==> config.mk <==
export PLATFORM = sky130hd
export DESIGN_NAME = link_response_frame_receiver
export DESIGN_NICKNAME = d
export VERILOG_FILES = /design/src/rtl/lrfr_pkg.sv /design/src/rtl/lrfr_regs.sv /design/src/rtl/lrfr_parse.sv /design/src/rtl/link_response_frame_receiver.sv
export SDC_FILE = /design/constraint.sdc
export NUM_CORES = 1
export LEC_CHECK = 0
export BUFFER_PORTS_ARGS = -buffer_cell sky130_fd_sc_hd__buf_4
export CAP_MARGIN = 20
export CORE_ASPECT_RATIO = 0.75
export CORE_UTILIZATION = 25
export CTS_CLUSTER_DIAMETER = 80
export CTS_CLUSTER_SIZE = 10
export DETAILED_ROUTE_END_ITERATION = 6
export GPL_TIMING_DRIVEN = 0
export REMOVE_ABC_BUFFERS = 1
export SYNTH_ARGS = -nofsm -noshare
export SYNTH_HDL_FRONTEND = slang
export SYNTH_SLANG_ARGS = --single-unit
==> constraint.sdc <==
create_clock -name clk -period 7.8 [get_ports clk]
set_input_delay 0 -clock clk [delete_from_list [all_inputs] [get_ports clk]]
set_output_delay 0 -clock clk [all_outputs]
set_load 0.005 [all_outputs]
==> src/rtl/lrfr_pkg.sv <==
// Shared types, constants and helpers for the link response frame receiver.
// No dependencies; imported by every module of the block.
`default_nettype none

package lrfr_pkg;

	localparam int MAX_FRAME   = 256;
	localparam int FRAME_CNT_W = $clog2(MAX_FRAME + 1);
	localparam int ECHO_LEN    = 4;
	localparam int APB_AW      = 5;
	localparam int BURST_LAST  = 5;

	// line characters
	localparam logic [7:0] CH_STX = 8'h02;
	localparam logic [7:0] CH_ETX = 8'h03;
	localparam logic [7:0] CH_ACK = 8'h06;
	localparam logic [7:0] CH_NAK = 8'h15;

	// input opcodes
	localparam logic [1:0] OP_BYTE = 2'd0;
	localparam logic [1:0] OP_TICK = 2'd1;
	localparam logic [1:0] OP_ARM  = 2'd2;

	// result kinds
	localparam logic [1:0] KIND_PAYLOAD = 2'd0;
	localparam logic [1:0] KIND_REPLY   = 2'd1;
	localparam logic [1:0] KIND_STATUS  = 2'd2;

	// status codes
	localparam logic [2:0] ST_OK       = 3'd0;
	localparam logic [2:0] ST_SUM_BAD  = 3'd1;
	localparam logic [2:0] ST_NAK      = 3'd2;
	localparam logic [2:0] ST_BAD_HEAD = 3'd3;
	localparam logic [2:0] ST_TIMEOUT  = 3'd4;
	localparam logic [2:0] ST_OVERFLOW = 3'd5;

	// register indexes
	localparam logic [2:0] REG_MODE    = 3'd0;
	localparam logic [2:0] REG_STATION = 3'd1;
	localparam logic [2:0] REG_PC      = 3'd2;
	localparam logic [2:0] REG_ACK_LEN = 3'd3;
	localparam logic [2:0] REG_NAK_LEN = 3'd4;
	localparam logic [2:0] REG_TIMEOUT = 3'd5;

	typedef enum logic [2:0] {
		PH_IDLE,
		PH_FIRST,
		PH_FRAME,
		PH_SUM1,
		PH_SUM2,
		PH_TAIL
	} phase_t;

	typedef struct packed {
		logic        response_mode;
		logic [15:0] station_code;
		logic [15:0] pc_code;
		logic [3:0]  ack_tail_len;
		logic [3:0]  nak_tail_len;
		logic [7:0]  timeout_ticks;
	} cfg_t;

	// one result descriptor: a single word, or the six-word reply burst
	typedef struct packed {
		logic       valid;
		logic       burst;
		logic       ok;
		logic [1:0] kind;
		logic [7:0] value;
		logic [2:0] status;
	} res_t;

	function automatic logic [7:0] hex_char(input logic [3:0] nib);
		if (nib < 4'd10)
			return 8'h30 + {4'h0, nib};
		else
			return 8'h37 + {4'h0, nib};
	endfunction

endpackage

`default_nettype wire

==> src/rtl/lrfr_regs.sv <==
// APB register file for the receiver configuration.
// Depends on lrfr_pkg (cfg_t, APB_AW, register indexes); reset values are local.
`default_nettype none

module lrfr_regs import lrfr_pkg::*; (
	input  wire logic              clk,
	input  wire logic              arst_n,
	input  wire logic              psel,
	input  wire logic              penable,
	input  wire logic              pwrite,
	input  wire logic [APB_AW-1:0] paddr,
	input  wire logic [31:0]       pwdata,
	output logic      [31:0]       prdata,
	output logic                   pready,
	output cfg_t                   cfg
);

	cfg_t       cfg_q;
	logic       wr_en;
	logic [2:0] reg_idx;

	assign pready  = 1'b1;
	assign wr_en   = psel && penable && pwrite;
	assign reg_idx = paddr[APB_AW-1:2];
	assign cfg     = cfg_q;

	always_ff @(posedge clk or negedge arst_n) begin
		if (!arst_n) begin
			cfg_q.response_mode <= 1'b0;
			cfg_q.station_code  <= 16'h3030;
			cfg_q.pc_code       <= 16'h3030;
			cfg_q.ack_tail_len  <= 4'd4;
			cfg_q.nak_tail_len  <= 4'd6;
			cfg_q.timeout_ticks <= 8'd40;
		end else if (wr_en) begin
			case (reg_idx)
				REG_MODE:    cfg_q.response_mode <= pwdata[0];
				REG_STATION: cfg_q.station_code  <= pwdata[15:0];
				REG_PC:      cfg_q.pc_code       <= pwdata[15:0];
				REG_ACK_LEN: cfg_q.ack_tail_len  <= pwdata[3:0];
				REG_NAK_LEN: cfg_q.nak_tail_len  <= pwdata[3:0];
				REG_TIMEOUT: cfg_q.timeout_ticks <= pwdata[7:0];
				default: ;
			endcase
		end
	end

	always_comb begin
		case (reg_idx)
			REG_MODE:    prdata = {31'h0, cfg_q.response_mode};
			REG_STATION: prdata = {16'h0, cfg_q.station_code};
			REG_PC:      prdata = {16'h0, cfg_q.pc_code};
			REG_ACK_LEN: prdata = {28'h0, cfg_q.ack_tail_len};
			REG_NAK_LEN: prdata = {28'h0, cfg_q.nak_tail_len};
			REG_TIMEOUT: prdata = {24'h0, cfg_q.timeout_ticks};
			default:     prdata = 32'h0;
		endcase
	end

endmodule

`default_nettype wire

==> src/rtl/lrfr_parse.sv <==
// Response parser: phase state machine, checksum, frame count and idle timer.
// Depends on lrfr_pkg (phase_t, cfg_t, res_t, codes, hex_char).
`default_nettype none

module lrfr_parse import lrfr_pkg::*; (
	input  wire logic       clk,
	input  wire logic       arst_n,
	input  wire logic       go,
	input  wire logic [1:0] opcode,
	input  wire logic [7:0] line_byte,
	input  wire cfg_t       cfg,
	output res_t            res
);

	phase_t                 phase_q, phase_d;
	logic [FRAME_CNT_W-1:0] frame_count_q, frame_count_d;
	logic [7:0]             running_sum_q, running_sum_d;
	logic [7:0]             first_sum_char_q, first_sum_char_d;
	logic [3:0]             tail_left_q, tail_left_d;
	logic                   nak_seen_q, nak_seen_d;
	logic [7:0]             idle_count_q, idle_count_d;

	logic [FRAME_CNT_W-1:0] fc_inc;
	logic                   fc_over;
	logic [3:0]             tail_dec;
	logic                   timed_out;
	logic                   sum_ok;
	logic                   active;

	assign fc_inc    = frame_count_q + 1'b1;
	assign fc_over   = fc_inc >= FRAME_CNT_W'(MAX_FRAME);
	assign tail_dec  = (tail_left_q != 4'd0) ? tail_left_q - 4'd1 : 4'd0;
	assign timed_out = idle_count_q >= cfg.timeout_ticks;
	assign sum_ok    = (first_sum_char_q == hex_char(running_sum_q[7:4]))
		&& (line_byte == hex_char(running_sum_q[3:0]));
	assign active    = phase_q != PH_IDLE;

	// next state
	always_comb begin
		phase_d          = phase_q;
		frame_count_d    = frame_count_q;
		running_sum_d    = running_sum_q;
		first_sum_char_d = first_sum_char_q;
		tail_left_d      = tail_left_q;
		nak_seen_d       = nak_seen_q;
		idle_count_d     = idle_count_q;
		if (opcode == OP_ARM) begin
			phase_d          = PH_FIRST;
			frame_count_d    = '0;
			running_sum_d    = '0;
			first_sum_char_d = '0;
			tail_left_d      = '0;
			nak_seen_d       = 1'b0;
			idle_count_d     = '0;
		end else if (opcode == OP_TICK && active) begin
			if (timed_out)
				phase_d = PH_IDLE;
			else
				idle_count_d = idle_count_q + 8'd1;
		end else if (opcode == OP_BYTE && active) begin
			idle_count_d = '0;
			case (phase_q)
				PH_FIRST: begin
					if (line_byte == CH_NAK) begin
						nak_seen_d  = 1'b1;
						tail_left_d = cfg.nak_tail_len;
						phase_d     = (cfg.nak_tail_len == 4'd0) ? PH_IDLE : PH_TAIL;
					end else if (!cfg.response_mode && line_byte == CH_STX) begin
						phase_d       = PH_FRAME;
						frame_count_d = '0;
						running_sum_d = '0;
					end else if (cfg.response_mode && line_byte == CH_ACK) begin
						nak_seen_d  = 1'b0;
						tail_left_d = cfg.ack_tail_len;
						phase_d     = (cfg.ack_tail_len == 4'd0) ? PH_IDLE : PH_TAIL;
					end else begin
						phase_d = PH_IDLE;
					end
				end
				PH_FRAME: begin
					frame_count_d = fc_inc;
					if (fc_over) begin
						phase_d = PH_IDLE;
					end else begin
						running_sum_d = running_sum_q + line_byte;
						if (line_byte == CH_ETX)
							phase_d = PH_SUM1;
					end
				end
				PH_SUM1: begin
					first_sum_char_d = line_byte;
					phase_d          = PH_SUM2;
				end
				PH_TAIL: begin
					tail_left_d = tail_dec;
					if (tail_dec == 4'd0)
						phase_d = PH_IDLE;
				end
				default: phase_d = PH_IDLE;
			endcase
		end
	end

	// result descriptor
	always_comb begin
		res        = '0;
		res.kind   = KIND_STATUS;
		if (opcode == OP_TICK && active) begin
			if (timed_out) begin
				res.valid  = 1'b1;
				res.status = ST_TIMEOUT;
			end
		end else if (opcode == OP_BYTE && active) begin
			case (phase_q)
				PH_FIRST: begin
					if (line_byte == CH_NAK) begin
						res.valid  = cfg.nak_tail_len == 4'd0;
						res.status = ST_NAK;
					end else if (!cfg.response_mode && line_byte == CH_STX) begin
						res.valid = 1'b0;
					end else if (cfg.response_mode && line_byte == CH_ACK) begin
						res.valid  = cfg.ack_tail_len == 4'd0;
						res.status = ST_OK;
					end else begin
						res.valid  = 1'b1;
						res.status = ST_BAD_HEAD;
					end
				end
				PH_FRAME: begin
					if (fc_over) begin
						res.valid  = 1'b1;
						res.status = ST_OVERFLOW;
					end else if (line_byte != CH_ETX
						&& fc_inc > FRAME_CNT_W'(ECHO_LEN)) begin
						res.valid = 1'b1;
						res.kind  = KIND_PAYLOAD;
						res.value = line_byte;
					end
				end
				PH_SUM2: begin
					res.valid = 1'b1;
					res.burst = 1'b1;
					res.ok    = sum_ok;
				end
				PH_TAIL: begin
					res.valid  = tail_dec == 4'd0;
					res.status = nak_seen_q ? ST_NAK : ST_OK;
				end
				default: res.valid = 1'b0;
			endcase
		end
	end

	always_ff @(posedge clk or negedge arst_n) begin
		if (!arst_n) begin
			phase_q          <= PH_IDLE;
			frame_count_q    <= '0;
			running_sum_q    <= '0;
			first_sum_char_q <= '0;
			tail_left_q      <= '0;
			nak_seen_q       <= 1'b0;
			idle_count_q     <= '0;
		end else if (go) begin
			phase_q          <= phase_d;
			frame_count_q    <= frame_count_d;
			running_sum_q    <= running_sum_d;
			first_sum_char_q <= first_sum_char_d;
			tail_left_q      <= tail_left_d;
			nak_seen_q       <= nak_seen_d;
			idle_count_q     <= idle_count_d;
		end
	end

endmodule

`default_nettype wire

==> src/rtl/link_response_frame_receiver.sv <==
// Link response frame receiver: master-side parser for an ASCII serial PLC link.
// Channels: input words (opcode, line_byte) on in_valid/in_ready; result words
// (kind, value, status, last) on out_valid/out_ready; configuration over APB.
// An arm word starts a wait for a response; line bytes and ticks then drive the
// parser. Data frames stream payload words, then a five-word ACK/NAK reply
// and a status word; ack responses, errors and timeouts end in one status word.
// Payload must be dropped by the consumer when the closing status is not ok.
// An accepted word is held in the input register, then parsed as its result is
// loaded into the result register, once that register is empty or giving its final word.
// Throughput: one input word per cycle while the result register is empty or
// giving its final word. The input register can take one new word while a result
// waits on a stalled output; the output stage holds one result descriptor, so a
// checksum word occupies it for six output words and any other result for one. A
// stalled receiver backs up into in_ready after one more input word.
// Reset: configuration returns to its defaults, the parser goes idle and both
// register stages are emptied. No clearing pass is needed.
// Depends on lrfr_pkg, lrfr_regs and lrfr_parse.
`default_nettype none

module link_response_frame_receiver import lrfr_pkg::*; (
	input  wire logic              clk,
	input  wire logic              arst_n,
	input  wire logic              in_valid,
	output logic                   in_ready,
	input  wire logic [1:0]        opcode,
	input  wire logic [7:0]        line_byte,
	output logic                   out_valid,
	input  wire logic              out_ready,
	output logic      [1:0]        kind,
	output logic      [7:0]        value,
	output logic      [2:0]        status,
	output logic                   last,
	input  wire logic              psel,
	input  wire logic              penable,
	input  wire logic              pwrite,
	input  wire logic [APB_AW-1:0] paddr,
	input  wire logic [31:0]       pwdata,
	output logic      [31:0]       prdata,
	output logic                   pready
);

	cfg_t       cfg;
	res_t       res;
	res_t       desc_q;
	logic [2:0] beat_q;
	logic       valid_s1;
	logic [1:0] opcode_s1;
	logic [7:0] byte_s1;
	logic       final_beat;
	logic       out_done;
	logic       advance;

	lrfr_regs u_regs (
		.clk     (clk),
		.arst_n  (arst_n),
		.psel    (psel),
		.penable (penable),
		.pwrite  (pwrite),
		.paddr   (paddr),
		.pwdata  (pwdata),
		.prdata  (prdata),
		.pready  (pready),
		.cfg     (cfg)
	);

	lrfr_parse u_parse (
		.clk       (clk),
		.arst_n    (arst_n),
		.go        (advance),
		.opcode    (opcode_s1),
		.line_byte (byte_s1),
		.cfg       (cfg),
		.res       (res)
	);

	assign final_beat = !desc_q.burst || beat_q == 3'(BURST_LAST);
	assign out_done   = desc_q.valid && out_ready && final_beat;
	assign advance    = valid_s1 && (!desc_q.valid || out_done);
	assign in_ready   = !valid_s1 || advance;

	// input register
	always_ff @(posedge clk or negedge arst_n) begin
		if (!arst_n) begin
			valid_s1 <= 1'b0;
		end else if (in_ready) begin
			valid_s1 <= in_valid;
		end
	end

	always_ff @(posedge clk) begin
		if (in_ready && in_valid) begin
			opcode_s1 <= opcode;
			byte_s1   <= line_byte;
		end
	end

	// result register; advance through the reply burst one word at a time
	always_ff @(posedge clk or negedge arst_n) begin
		if (!arst_n) begin
			desc_q <= '0;
			beat_q <= '0;
		end else if (advance && res.valid) begin
			desc_q <= res;
			beat_q <= '0;
		end else if (out_done) begin
			desc_q.valid <= 1'b0;
			beat_q       <= '0;
		end else if (desc_q.valid && out_ready) begin
			beat_q <= beat_q + 3'd1;
		end
	end

	assign out_valid = desc_q.valid;

	always_comb begin
		kind   = KIND_REPLY;
		value  = 8'h00;
		status = ST_OK;
		last   = 1'b0;
		if (desc_q.burst) begin
			case (beat_q)
				3'd0:    value = desc_q.ok ? CH_ACK : CH_NAK;
				3'd1:    value = cfg.station_code[15:8];
				3'd2:    value = cfg.station_code[7:0];
				3'd3:    value = cfg.pc_code[15:8];
				3'd4:    value = cfg.pc_code[7:0];
				default: begin
					kind   = KIND_STATUS;
					status = desc_q.ok ? ST_OK : ST_SUM_BAD;
					last   = 1'b1;
				end
			endcase
		end else begin
			kind   = desc_q.kind;
			value  = desc_q.value;
			status = desc_q.status;
			last   = desc_q.kind == KIND_STATUS;
		end
	end

	a_beat_range: assert property (@(posedge clk) disable iff (!arst_n)
		desc_q.valid && desc_q.burst |-> beat_q <= 3'(BURST_LAST))
		else $error("reply burst counter out of range");

	a_single_beat: assert property (@(posedge clk) disable iff (!arst_n)
		desc_q.valid && !desc_q.burst |-> beat_q == 3'd0)
		else $error("single result with nonzero burst counter");

	a_last_is_status: assert property (@(posedge clk) disable iff (!arst_n)
		out_valid && last |-> kind == KIND_STATUS && value == 8'h00)
		else $error("last word is not a clean status word");

	a_drain: assert property (@(posedge clk) disable iff (!arst_n)
		out_done && !advance |=> !out_valid)
		else $error("result register not emptied after final word");

	a_parse_feeds: assert property (@(posedge clk) disable iff (!arst_n)
		advance && res.valid |=> out_valid && beat_q == 3'd0)
		else $error("parsed result not loaded");

endmodule

`default_nettype wire

==> impl_results.md, run 1 <==
* Register area share after synthesis at 42.1%
* Synth unique cells at 70
* IO Port Bufs at 67
* Slew headroom at 28.8%
* Final GP Congestion at 0.825
* Vias per inst at 4.84
* WL/cell at 15.9 µm
* Status: complete, no violations
* Fin nets at 925
* Number of flops mapped to enable cells by yosys at 10
* ANT cells at 0
* CTS tree: done
* Area grow syn2layout at 23.7%
* Measured slew at the worst slew-check pin at 1.07 ns
* Clock Tree Root: clkbuf_16
* RSZ-0062 raised after global routing: no
* Hold Path Class: in -> reg
* Largest net degree at the start of global routing at 66
* Layout cells sized above 1 at 21.1%
* WHS at 0.0657 ns
* Rows at 53
* Fill count at 2922
* Peak supply drop at 0.000146 V
* Die height at 149 µm
* Global Route Usage Sum at 13.8%
* Final Cycle Share at 42.5%
* Ys flop type: dfrtp_1
* Post-route DRC at 0
* Mapped cell area at 0.00724 mm²
* Vias in the first global route at 5629
* #FFs+latches synth at 119
* Type of the worst setup path: reg -> reg
* Post-CTS resize count at 0
* Antenna violations before repair at 0
* Final setup viols at 0
* Max Slew Vio Count at 0
* Worst Setup End Kind: register
* CTS sink count at 119
* Max Fanout on Critical Path at 17
* First-pass GRT wire length at 31800 µm
* Clk slew on worst S/H paths at 0.07 ns
* Grt ovf at 0
* Top Ports at 103
* Period minus WS final at 3.32 ns
* Setup TNS at 0 ns
* Core region area at 0.0282 mm²
* CP arrival at 3.68 ns
* Max cap viols at 0
* P_leak at 3.80 nW
* Clock Latency Late Sink at 0.42 ns
* Warnings, synthesis at 0
* Post-CTS Setup Bufs at 0
* Initial core utilization at 25.6%
* Power Dens Cells at 224 mW/mm²
* Ys async rst share at 91.6%
* Drt initial violations at 470
* H-tree Lvls at 4
* Hold Vio Cnt, Final at 0
* Clock Skews at 0.0159 ns
* Syn Inst Count at 760
* Max Clk Rate at 302 MHz
* CP startpoint kind: register
* Placed cells at 1180
* Final Non-Filler Cells at 1243
* Maximum clock path buffer count at 2
* DPL Wire Length at 14400 µm
* Required @ worst endpoint at 8.16 ns
* Cts bufs inserted at 17
* Die Wd at 198 µm
* Drt pass-1 iters at 6
* DIE AREA at 0.0296 mm²
* Syn avg cell area at 9.52 µm²
* Vias at 6016
* Routed Antenna Nets at 0
* Routed WL at 19700 µm
[stage by stage]
step           utilization (%)  setup WS (ns)  instance area [µm²]  total power (W)
3_3_place_gp              28.3           4.63                 8000          0.00122
6_report                  31.7           4.48                 8950          0.00200
4_1_cts                   31.6           4.57                 8930          0.00202
2_1_floorplan                -           5.02                 7020          0.00105
3_5_place_dp              28.6           4.57                 8070          0.00123
5_1_grt                   31.7           4.17                 8950          0.00211
[state kept, by name, indices dropped and copies added, names as in the netlist, 4 cells and up]
signal and flops:
u_parse.frame_count_q 9, u_parse.idle_count_q 8, byte_s1 8, u_regs.cfg 49
u_parse.first_sum_char_q 8, u_parse.tail_left_q 4, desc_q 14, u_parse.running_sum_q 8
[logic make-up (layout without fill, tap and decap cells)]
logic type	Yosys count	after routing	share of synthesized area, %
buf+inv	97	180	6.19
mux	76	76	11.4
simple gates	232	232	16.2
xor+xnor	13	13	1.57
flops	119	119	42.1
compound gates	195	195	17.8
other cells	2	17	0.104
fa+ha+maj	26	26	4.60
[placed cells by master (no fill, tap or decap), types with 6 or more instances in the layout]
| cell | synthesis | final |
|---|---|---|
| dlygate4sd3_1 | 0 | 29 |
| conb_1 | 2 | 17 |
| nand3_1 | 29 | 29 |
| buf_4 | 19 | 67 |
| nand2_1 | 63 | 63 |
| mux2i_1 | 23 | 23 |
| inv_6 | 0 | 6 |
| ha_1 | 25 | 25 |
| or3_1 | 9 | 9 |
| nand4_1 | 8 | 8 |
| a22oi_1 | 12 | 12 |
| o21ai_0 | 63 | 63 |
| xnor2_1 | 7 | 7 |
| a221oi_1 | 6 | 6 |
| a21oi_1 | 31 | 31 |
| o31ai_1 | 8 | 8 |
| inv_1 | 46 | 46 |
| clkbuf_16 | 0 | 17 |
| nor3_1 | 10 | 10 |
| mux2_2 | 52 | 52 |
| nor4_1 | 9 | 9 |
| a22o_1 | 7 | 7 |
| and3_1 | 8 | 8 |
| xor2_1 | 6 | 6 |
| a211oi_1 | 6 | 6 |
| edfxtp_1 | 10 | 10 |
| nand2b_1 | 13 | 13 |
| dfrtp_1 | 96 | 96 |
| nor2_1 | 45 | 45 |
| nor2b_1 | 19 | 19 |
| dfstp_2 | 13 | 13 |
| o22ai_1 | 12 | 12 |
[path summary, 6_finish.rpt]
kind                           start                  endpoint  slack [ns]  depth (start not counted)
max in group asynchronous     arst_n            u_regs.cfg[29]        7.00                          3
min                         paddr[3]             u_regs.cfg[5]        0.07                          4
min in group asynchronous     arst_n  u_parse.frame_count_q[0]        0.08                          2
max reg2reg                beat_q[1]  u_parse.running_sum_q[7]        4.48                          8
max                        beat_q[1]  u_parse.running_sum_q[7]        4.48                          8
min reg2reg                desc_q[2]                 desc_q[2]        0.49                          1
[area by class of cell]
type | count | area (µm²) | share of cell area (%)
repair buffers | 102 | 867 | 9.69
inverters | 46 | 173 | 1.93
well taps | 385 | 482 | 5.38
clock inverters | 15 | 149 | 1.66
multi-input cells | 559 | 3810 | 42.6
flip-flops and latches | 119 | 3040 | 34.0
clock buffers | 17 | 425 | 4.75
[synthesized netlist by cell type, drive strengths merged (4+ instances only)]
cell	n	area, µm²
dfrtp	96	2400
o21ai	65	325
nand2	63	236
mux2	53	597
inv	46	173
nor2	45	169
a21oi	31	155
nand3	29	145
clkbuf	26	97.6
buf	25	178
ha	25	313
mux2i	23	230
nor2b	19	119
dfstp	13	342
nand2b	13	81.3
a22oi	12	90.1
o22ai	12	75.1
nor4	11	81.3
edfxtp	10	300
nor3	10	50.1
nand4	9	62.6
or3	9	56.3
and3	8	50.1
o31ai	8	60.1
a211oi	7	57.6
a22o	7	61.3
xnor2	7	61.3
a221oi	6	52.6
xor2	6	52.6
a21o	5	37.5
o211ai	5	37.5
a21boi	4	30.0
a222oi	4	40.0
and2	4	27.5
o21a	4	30.0
[power by group]
part           internal [W]  switching, W  total (W)  leakage (nW)
sequential         0.000740     0.0000914   0.000831          1.48
combinational      0.000198      0.000204   0.000402          2.04
clock              0.000426      0.000346   0.000771         0.278
total               0.00136      0.000641    0.00200          3.80
[routing by layer]
| layer | track usage (%) | share of wire (%) |
|---|---|---|
| met5 | 0 | 0 |
| met4 | 4.38 | 1.4 |
| met3 | 2.62 | 5.2 |
| met2 | 19.8 | 42 |
| met1 | 20.7 | 51 |
[worst max-delay path, cell delays in order, from the launching register on]
cell and delay, ns:
dfrtp_1 0.41, inv_1 0.09, ha_1 0.38, a21boi_1 0.17, o21ai_1 0.45, nand4_1 0.73
nor2_1 0.70, and3_1 0.24, a211o_1 0.10
[what timing repair did]
item | CTS | global route
hold endpoints to repair | 168 | 0
setup endpoints to repair | 0 | 0
hold buffers | 29 | 0
No activity file was read; power rests on OpenSTA's default activity.
==> run 2: changes to the inputs <==
ABC_AREA = 1   (was default)
clock period = 3.2 ns   (was 7.8 ns; I/O delays follow)
==> impl_results.md, run 2 <==
* RSZ-0062 raised after global routing: no (unchanged)
* P_leak at 4.39 nW (was 3.80 nW)
* Drt initial violations at 508 (was 470)
* H-tree Lvls at 4 (unchanged)
* Final Non-Filler Cells at 1462 (was 1243)
* Final core area utilization at 32.0% (was 31.7%)
* Cell Chain, Critical Path: inv_1 > a21oi_2 > o21a_4 > nor2_8 > nand2_4 > nor2_8 > nand2_2 > nor2_2 > nand2_1 > o22ai_1 (was inv_1 > ha_1 > a21boi_1 > o21ai_1 > nand4_1 > nor2_1 > and3_1 > a211o_1)
* Setup TNS at 0 ns (unchanged)
* Power Dens Cells at 687 mW/mm² (was 224 mW/mm²)
* Drt pass-1 iters at 7 (was 6)
* Most area-consuming cells after synthesis: dfrtp_1 (33%), nand2_1 (14%), inv_1 (6.4%), o21ai_0 (6.3%), dfstp_2 (4.6%) (was dfrtp_1 (33%), mux2_2 (8.1%), dfstp_2 (4.7%), o21ai_0 (4.4%), ha_1 (4.3%))
* Leading cell type in the layout, fill and taps excluded: nand2_1 (was dfrtp_1)
* Warnings, synthesis at 0 (unchanged)
* Clock Tree Root: clkbuf_16 (unchanged)
* Core region area at 0.0284 mm² (was 0.0282 mm²)
* Routed Antenna Nets at 0 (unchanged)
* Final Cycle Share at 85.4% (was 42.5%)
* Die height at 150 µm (was 149 µm)
* Final GP Congestion at 0.877 (was 0.825)
* Layout cells sized above 1 at 14.0% (was 21.1%)
* Crit-path slowest cell: dfrtp_1 (was nand4_1)
* Required @ worst endpoint at 3.53 ns (was 8.16 ns)
* Register area share after synthesis at 41.4% (was 42.1%)
* Status: complete, no violations (unchanged)
* Max Fanout on Critical Path at 19 (was 17)
* Reg-to-Reg Start: desc_q[14] (was beat_q[1])
* Hold Path Class: in -> reg (unchanged)
* IO Port Bufs at 67 (unchanged)
* Period minus WS final at 2.73 ns (was 3.32 ns)
* Most frequent cells after synthesis: nand2_1 (278), inv_1 (125), dfrtp_1 (96) (was dfrtp_1 (96), nand2_1 (63), o21ai_0 (63))
* CP most frequent cell: nor2_8
* Multi-input logic area at 0.00361 mm² (was 0.00381 mm²)
* Mapped cell area at 0.00735 mm² (was 0.00724 mm²)
* Hold path startpoint: out_ready (was paddr[3])
* Fill count at 3035 (was 2922)
* Initial core utilization at 25.8% (was 25.6%)
* Measured slew at the worst slew-check pin at 1.00 ns (was 1.07 ns)
* Syn Inst Count at 968 (was 760)
* CP arrival at 3.07 ns (was 3.68 ns)
* Routed WL at 20000 µm (was 19700 µm)
* Syn avg cell area at 7.59 µm² (was 9.52 µm²)
* Area grow syn2layout at 23.8% (was 23.7%)
* Buffer and inverter count on the worst path at 1 (unchanged)
* Max cap viols at 0 (unchanged)
* WL/cell at 13.7 µm (was 15.9 µm)
* Vias at 6614 (was 6016)
* CTS tree: done (unchanged)
* Antenna violations before repair at 0 (unchanged)
* Number of flops mapped to enable cells by yosys at 10 (unchanged)
* Post-CTS resize count at 0 (unchanged)
* DIE AREA at 0.0301 mm² (was 0.0296 mm²)
* Share of the synthesized area in the top cell type at 32.7% (was 33.2%)
* Hold Vio Cnt, Final at 0 (unchanged)
* CTS sink count at 119 (unchanged)
* Post-route DRC at 0 (unchanged)
* Vias per inst at 4.52 (was 4.84)
* Global Route Usage Sum at 13.9% (was 13.8%)
* Top Ports at 103 (unchanged)
* ANT cells at 0 (unchanged)
* Clock Skews at 0.0108 ns (was 0.0159 ns)
* Max Slew Vio Count at 0 (unchanged)
* Fin nets at 1144 (was 925)
* Final setup viols at 0 (unchanged)
* Max Clk Rate at 366 MHz (was 302 MHz)
* Ys async rst share at 91.6% (unchanged)
* #FFs+latches synth at 119 (unchanged)
* Cts bufs inserted at 17 (unchanged)
* Rows at 53 (unchanged)
* Vias in the first global route at 6129 (was 5629)
* Peak supply drop at 0.000243 V (was 0.000146 V)
* Post-CTS Setup Bufs at 0 (unchanged)
* Max reg flops at 49 (unchanged)
* CP max stage delay at 0.50 ns (was 0.73 ns)
* Largest net degree at the start of global routing at 57 (was 66)
* Maximum clock path buffer count at 2 (unchanged)
* CP startpoint kind: register (unchanged)
* Synth unique cells at 54 (was 70)
* CP delay by family, top: simple AND/OR/NAND/NOR gates (unchanged)
* DPL Wire Length at 14900 µm (was 14400 µm)
* Reg2reg setup slack at 0.47 ns (was 4.48 ns)
* Type of the worst setup path: reg -> reg (unchanged)
* Most common cell in the synthesized netlist: nand2_1 (was dfrtp_1)
* Ys flop type: dfrtp_1 (unchanged)
* Clock Latency Late Sink at 0.42 ns (about the same)
* Leading area contributor after synthesis: dfrtp_1 (unchanged)
* Clk slew on worst S/H paths at 0.06 ns (was 0.07 ns)
* Critical path origin: desc_q[14] (was beat_q[1])
* First-pass GRT wire length at 32600 µm (was 31800 µm)
* Worst Setup End Kind: register (unchanged)
* Slew headroom at 33.0% (was 28.8%)
* Die Wd at 200 µm (was 198 µm)
* Placed cells at 1398 (was 1180)
* Most frequent cells in the layout: nand2_1 (278), inv_1 (125), dfrtp_1 (96), o21ai_0 (93), buf_4 (66) (was dfrtp_1 (96), buf_4 (67), nand2_1 (63), o21ai_0 (63), mux2_2 (52))
* FF/Latch Area at 0.00304 mm² (unchanged)
* Grt ovf at 0 (unchanged)
run 2: cell types whose count changed in the layout (fill, tap and decap cells not counted), sizes merged, moves of 25 or more:
cell	delta
o21ai	+32
nand3	+38
nand2	+224
nor2	+25
mux2	-53
inv	+79
run 2: worst paths after layout:
| check | to | depth (start not counted) |
|---|---|---|
| max | u_parse.running_sum_q[7] | 10 |
| min | beat_q[0] | 4 |
| max reg2reg | u_parse.running_sum_q[7] | 10 |
| min reg2reg | desc_q[8] | 2 |
| max in group asynchronous | u_regs.cfg[14] | 3 |
| min in group asynchronous | u_parse.running_sum_q[1] | 2 |
run 2: layout make-up:
class                      count  share of cell area [%]
timing repair buffer         100                    9.41
sequential                   119                    33.5
clock inverter                14                    2.04
multi-input combinational    697                    39.6
clock buffer                  18                    4.83
inverter                     129                    5.32
tap                          385                    5.30
run 2: timing repair:
item	CTS	global route
hold buffers	31	0
setup endpoints to repair	0	0
endpoints found under the hold margin	114	0
run 2: per-layer routing:
metal / vias to the layer above / track usage [%] / wire (µm)
met3: 16 / 2.82 / 1100
met1: 3074 / 21.2 / 10600
met5: - / 0 / 0
met4: 0 / 3.93 / 210
met2: 196 / 19.5 / 8090
li1: 3328 / - / -
run 2: cell families after synthesis:
logic type / after synthesis / share of synthesized area, %
flip-flops: 119 / 41.4
AND/OR/NAND/NOR: 457 / 27.3
AO/OA/AOI/OAI: 178 / 14.1
buffers and inverters: 167 / 10.3
other: 2 / 0.102
XOR/XNOR: 19 / 2.26
adder cells (fa/ha/maj): 26 / 4.53
run 2: power breakdown:
group          internal, W  leakage (nW)  switching (W)
clock              0.00127         0.305       0.000772
sequential         0.00190          1.49       0.000315
combinational     0.000754          2.59        0.00124
run 2: per-stage QoR:
step | setup slack, ns | hold slack [ns] | power (W) | cell area [µm²]
finish | 0.467 | 0.00917 | 0.00625 | 9100
global route | 0.195 | 0.0381 | 0.00672 | 9100
CTS | 0.498 | 0.00241 | 0.00628 | 9080
detailed placement | 0.514 | 0.00134 | 0.00418 | 8150
global placement | 0.543 | 0.180 | 0.00413 | 8120
floorplan | 1.12 | -0.296 | 0.00359 | 7130
run 2: worst min-delay path: cells and delay by family:
family                 cells  cell delay (ns)
and+or+nand+nor            1             0.08
buffers and inverters      1             0.08
AOI/OAI and AO/OA          2             0.24
